===== config.mk =====
export PLATFORM = sky130hd
export DESIGN_NAME = upr_ctrl
export DESIGN_NICKNAME = d
export VERILOG_FILES = /design/src/unicycle_pose_rollout_with_goal_distance_assert.svh /design/src/upr_pkg.sv /design/src/upr_ctrl.sv
export SDC_FILE = /design/constraint.sdc
export NUM_CORES = 1
export LEC_CHECK = 0
export ABC_AREA = 1
export BUFFER_PORTS_ARGS = -buffer_cell sky130_fd_sc_hd__buf_4
export CORE_AREA = 2 2 39 41
export DETAILED_ROUTE_END_ITERATION = 10
export DIE_AREA = 0 0 41 43
export GPL_ROUTABILITY_DRIVEN = 0
export HOLD_SLACK_MARGIN = 0.08
export PLACE_DENSITY = 0.62
export RECOVER_POWER = 50
export SLEW_MARGIN = 20
export SYNTH_ARGS = -nofsm -noshare
export SYNTH_HDL_FRONTEND = slang
export SYNTH_SLANG_ARGS = --single-unit

===== constraint.sdc =====
create_clock -name i_clk -period 1.3 [get_ports i_clk]
set_clock_uncertainty 0.15 [all_clocks]
set_input_delay 0.065 -clock i_clk [delete_from_list [all_inputs] [get_ports i_clk]]
set_output_delay 0.065 -clock i_clk [all_outputs]
set_load 0.01 [all_outputs]

===== src/unicycle_pose_rollout_with_goal_distance_assert.svh =====
// Assertion macros shared by the rollout block.
// Each macro takes a label, clock, active-low reset, a condition and a consequence.
`ifndef UNICYCLE_POSE_ROLLOUT_WITH_GOAL_DISTANCE_ASSERT_SVH
`define UNICYCLE_POSE_ROLLOUT_WITH_GOAL_DISTANCE_ASSERT_SVH
`ifndef SYNTH
`define UPR_ASSERT_SAME(name, clk, rst_n, cond, cons) \
    name: assert property (@(posedge clk) disable iff (!rst_n) (cond) |-> (cons)) \
        else $error("same-cycle implication failed");
`define UPR_ASSERT_NEXT(name, clk, rst_n, cond, cons) \
    name: assert property (@(posedge clk) disable iff (!rst_n) (cond) |=> (cons)) \
        else $error("next-cycle implication failed");
`else
`define UPR_ASSERT_SAME(name, clk, rst_n, cond, cons)
`define UPR_ASSERT_NEXT(name, clk, rst_n, cond, cons)
`endif
`endif


===== src/upr_pkg.sv =====
`default_nettype none
package upr_pkg;

    // 2^32 / (2*pi), rounded.
    localparam logic [29:0] INV_TWO_PI_Q32 = 30'd683565276;
    // CORDIC start vector, the inverse of the limit gain in Q1.30.
    localparam logic signed [33:0] CORDIC_START = 34'sd652032874;
    localparam int MAX_STAGES = 24;

    typedef enum logic [2:0] {
        CFG_STEP_TIME     = 3'd0,
        CFG_START_X       = 3'd1,
        CFG_START_Y       = 3'd2,
        CFG_START_HEADING = 3'd3,
        CFG_GOAL_X        = 3'd4,
        CFG_GOAL_Y        = 3'd5
    } t_cfg_idx;

    typedef enum logic [2:0] {
        S_IDLE,
        S_CORDIC,
        S_MUL,
        S_ACC,
        S_SQRT,
        S_DONE
    } t_state;

    // Multiplier operations, in the order the sequencer runs them.
    typedef enum logic [2:0] {
        OP_V,
        OP_X,
        OP_Y,
        OP_R,
        OP_H,
        OP_A,
        OP_B
    } t_op;

    typedef struct packed {
        logic capture;
        logic cordic_step;
        logic mul_en;
        logic acc_en;
        t_op  op;
        logic sqrt_step;
        logic out_write;
    } t_cmd;

    typedef struct packed {
        logic cordic_last;
        logic sqrt_last;
    } t_sts;

    // Arctangent of 2^-i as a fraction of a turn, 2^32 per turn.
    function automatic logic [31:0] upr_atan(input logic [4:0] idx);
        logic [31:0] v;
        begin
            case (idx)
                5'd0:  v = 32'd536870912;
                5'd1:  v = 32'd316933406;
                5'd2:  v = 32'd167458907;
                5'd3:  v = 32'd85004756;
                5'd4:  v = 32'd42667331;
                5'd5:  v = 32'd21354465;
                5'd6:  v = 32'd10679838;
                5'd7:  v = 32'd5340245;
                5'd8:  v = 32'd2670163;
                5'd9:  v = 32'd1335087;
                5'd10: v = 32'd667544;
                5'd11: v = 32'd333772;
                5'd12: v = 32'd166886;
                5'd13: v = 32'd83443;
                5'd14: v = 32'd41722;
                5'd15: v = 32'd20861;
                5'd16: v = 32'd10430;
                5'd17: v = 32'd5215;
                5'd18: v = 32'd2608;
                5'd19: v = 32'd1304;
                5'd20: v = 32'd652;
                5'd21: v = 32'd326;
                5'd22: v = 32'd163;
                5'd23: v = 32'd81;
                default: v = 32'd0;
            endcase
            return v;
        end
    endfunction

endpackage
`default_nettype wire


===== src/upr_ctrl.sv =====
`default_nettype none
module upr_ctrl (
    input  wire logic          i_clk,
    input  wire logic          i_rst_n,
    input  wire logic          i_in_valid,
    input  wire logic          i_out_stall,
    input  wire upr_pkg::t_sts i_sts,
    output upr_pkg::t_cmd      o_cmd,
    output logic               o_in_stall,
    output logic               o_out_valid
);
    import upr_pkg::*;

    t_state r_state, n_state;
    t_op    r_op, n_op;
    logic   r_out_valid, n_out_valid;
    logic   slot_free;

    assign slot_free = !r_out_valid || !i_out_stall;

    always_ff @(posedge i_clk) begin
        if (!i_rst_n) begin
            r_state     <= S_IDLE;
            r_op        <= OP_V;
            r_out_valid <= 1'b0;
        end else begin
            r_state     <= n_state;
            r_op        <= n_op;
            r_out_valid <= n_out_valid;
        end
    end

    always_comb begin
        n_state = r_state;
        unique case (r_state)
            S_IDLE:   if (i_in_valid) n_state = S_CORDIC;
            S_CORDIC: if (i_sts.cordic_last) n_state = S_MUL;
            S_MUL:    n_state = S_ACC;
            S_ACC:    n_state = (r_op == OP_B) ? S_SQRT : S_MUL;
            S_SQRT:   if (i_sts.sqrt_last) n_state = S_DONE;
            S_DONE:   if (slot_free) n_state = S_IDLE;
            default:  n_state = S_IDLE;
        endcase
    end

    always_comb begin
        n_op = r_op;
        if (r_state == S_IDLE) begin
            n_op = OP_V;
        end else if (r_state == S_ACC) begin
            unique case (r_op)
                OP_V:    n_op = OP_X;
                OP_X:    n_op = OP_Y;
                OP_Y:    n_op = OP_R;
                OP_R:    n_op = OP_H;
                OP_H:    n_op = OP_A;
                OP_A:    n_op = OP_B;
                default: n_op = OP_V;
            endcase
        end
    end

    always_comb begin
        o_cmd             = '0;
        o_cmd.op          = r_op;
        o_cmd.capture     = (r_state == S_IDLE) && i_in_valid;
        o_cmd.cordic_step = (r_state == S_CORDIC);
        o_cmd.mul_en      = (r_state == S_MUL);
        o_cmd.acc_en      = (r_state == S_ACC);
        o_cmd.sqrt_step   = (r_state == S_SQRT);
        o_cmd.out_write   = (r_state == S_DONE) && slot_free;
        o_in_stall        = (r_state != S_IDLE);
    end

    always_comb begin
        n_out_valid = r_out_valid && i_out_stall;
        if (o_cmd.out_write) n_out_valid = 1'b1;
    end

    assign o_out_valid = r_out_valid;

endmodule
`default_nettype wire


==> metrics.md <==
| Metric | Value |
|---|---|
| I/O Buffers | 16 |
| Largest net degree at the start of global routing | 6 |
| Critical setup path kind | reg2out |
| FF/Latch Area | 151.4 um2 |
| Gr ovfl total | 0 |
| Area delta synth->final | 68.90% |
| Pwr Density | 1638 nW/um2 |
| RSZ-0062 raised after global routing | true |
| Maximum VDD drop | 0.6567 mV |
| Worst EP arrival | 1.09 ns |
| Placed cells | 100 |
| Cell area after synthesis | 430.4 um2 |
| Ys Warns | 0 |
| Pre-CTS WS | -0.005000 ns |
| Synthesized Nets | 69 |
| Layout cell share with drive strength beyond 1 | 52.13% |
| Final nets | 101 |
| Avg Cell Area, Syn | 6.832 um2 |
| Hold Crit Class | in2reg |
| Fillcell total | 143 |
| CP Launch Type | flip-flop |
| Antenna Cells | 0 |
| Die Y-Extent | 43 um |
| Worst-Skew Late Latency | 0.25 ns |
| Failing checks | negative setup slack |
| Most common cell after layout, fill and taps aside | buf_4 |
| Drc violations | 0 |
| Post-synth EDFFs | 0 |
| Global Route Usage Sum | 16.10% |
| Clock power share | 17.1% |
| Die Area | 1763 um2 |
| First drt pass iteration count | 4 |
| FP Rows | 14 |
| Initial Utilization | 31.10% |
| Wire length on met2 | 650 um |
| HPWL after DPL | 885.2 um |
| Psw | 490.5 uW |
| Detail Route Antenna Nets | 0 |
| Hold Fails Final Rpt | 0 |
| Final worst slack | -0.001047 ns |
| Crit. End Element | primary output |
| Rel. slew slack | 84.00% |
| Global-route wire length before repair | 1.863 mm |
| Worst-Margin Slew | 0.2375 ns |
| Worst EP required | 1.09 ns |
| Final setup violation count | 1 |
| Root buffer cell | clkbuf_4 |
| Worst-path clk slew | 0.06 ns |
| Mapped Cells | 63 |
| Highest routing layer actually used | met4 |
| Distinct cells, synth | 18 |
| Multi-input logic area | 275.3 um2 |
| WL met3 | 59 um |
| Logic pwr share | 55.3% |
| Cell Int Power | 699.9 uW |
| Vias per cell | 4.691 |
| Post-route setup TNS | -0.001047 ns |
| Sequential area share after synthesis | 32.56% |
| Max-slew violation count | 0 |
| Post-route core utilization | 52.53% |
| Leakage Power | 0.3122 nW |
| FF+latch count, synth | 7 |
| Max-cap violations | 0 |
| CTS tree | done |
| DR vias | 516 |
| IO Count | 17 |
| Die W | 41 um |
| CTS Buf Count | 3 |
| Ys async rst share | 0% |
| Final WL | 1.194 mm |
| Min Tclk post-route | 1.301 ns |
| First DRT Iteration DRCs | 3 |
| Number of global-route vias before repair | 457 |
| Status | finished with violations |
| Core area | 1384 um2 |
| Max H-tree Level | 1 |
| Sum of routed wire segments on met1 | 476 um |
| Fin cells | 110 |
| Prevailing post-synth register cell | dfxtp_1 |
| CTS sink cnt | 7 |
| CTS max path bufs | 2 |
| Max Clock Freq | 768.6 MHz |
| Initial antenna violation count | 0 |
| Seq pwr share | 27.6% |
| Routed WL per cell | 10.85 um |
| Commonest cells after routing, fill and taps aside | buf_4 (14), nor2_1 (7), nand2_1 (7), inv_2 (6) |
| Crit-path max FO | 4 |
| Fin crit share | 100.1% |
| Worst hold slack | 0.1455 ns |
| Net Sw Frac | 41.21% |
## repair_timing
item | 4_1_cts | 5_1_grt
setup buffers | 1 | 2
pin swaps | 1 | 6
endpoints found under the setup margin | 9 | 8
hold endpoints to repair | 7 | 0
gates resized for setup | 10 | 8
hold buffers | 4 | 0
## stage by stage
step	instance area (um2)	power [mW]
after floorplan	430.4	0.6162
after global placement	608.1	0.8327
after detailed placement	608.1	0.8415
after CTS	711.9	1.137
after global routing	726.9	1.289
final	726.9	1.190
## routing by layer
layer | vias to the layer above | GRT usage, %
li1 | 263 | -
met1 | 237 | 18.12
met2 | 14 | 25.00
met3 | 2 | 3.141
met4 | 0 | 12.00
met5 | - | 0
## final timing paths
path	slack [ns]	to	startpoint	depth (start not counted)
min	0.15	r_state[2]	i_sts[1]	7
min reg2reg	0.35	r_op[2]	r_op[2]	2
max reg2reg	0.04	r_state[2]	r_state[0]	9
max	-0.001	o_cmd[5]	r_state[0]	4
## flip-flops by register name, summed over array words and instances, names as in the netlist
| name | flops |
|---|---|
| r_op | 3 |
| r_state | 3 |
| o_out_valid | 1 |
## synthesized netlist by cell type, types with 3 or more instances
master   instances  share of area [%]
nand2_1          8                7.0
nor2_1           8                7.0
dfxtp_1          7                 33
inv_1            7                6.1
nor2_2           5                7.3
inv_2            4                3.5
a21oi_1          3                3.5
nand2_2          3                4.4
nand3_1          3                3.5
nand3_2          3                7.0
nor3_1           3                3.5
o21ai_0          3                3.5
## power by group through the flow
| stage | registers [mW] | logic [mW] | clock network (mW) |
|---|---|---|---|
| final | 0.328 | 0.659 | 0.203 |
| after global routing | 0.333 | 0.724 | 0.232 |
| after CTS | 0.329 | 0.591 | 0.217 |
| after detailed placement | 0.308 | 0.534 | 0 |
| after global placement | 0.305 | 0.527 | 0 |
| after floorplan | 0.304 | 0.312 | 0 |
## critical path, stage by stage, from the launching register on
cell and delay, ns:
dfxtp_4 0.38, nand2_2 0.08, nor2_4 0.15, buf_6 0.12, buf_4 0.11
## cell type report
type	count	area share [%]
timing repair buffer	27	29.26
sequential	7	20.83
inverter	11	5.680
tap	16	2.754
clock buffer	4	3.614
multi-input combinational	45	37.87
## logic make-up after synthesis
logic type	count (synthesis)	share of synthesized area, %
AO/OA/AOI/OAI	9	11.92
flip-flops	7	32.56
buffers and inverters	11	9.593
AND/OR/NAND/NOR	36	45.93
Note: power is estimated with default switching activity, not from simulation.
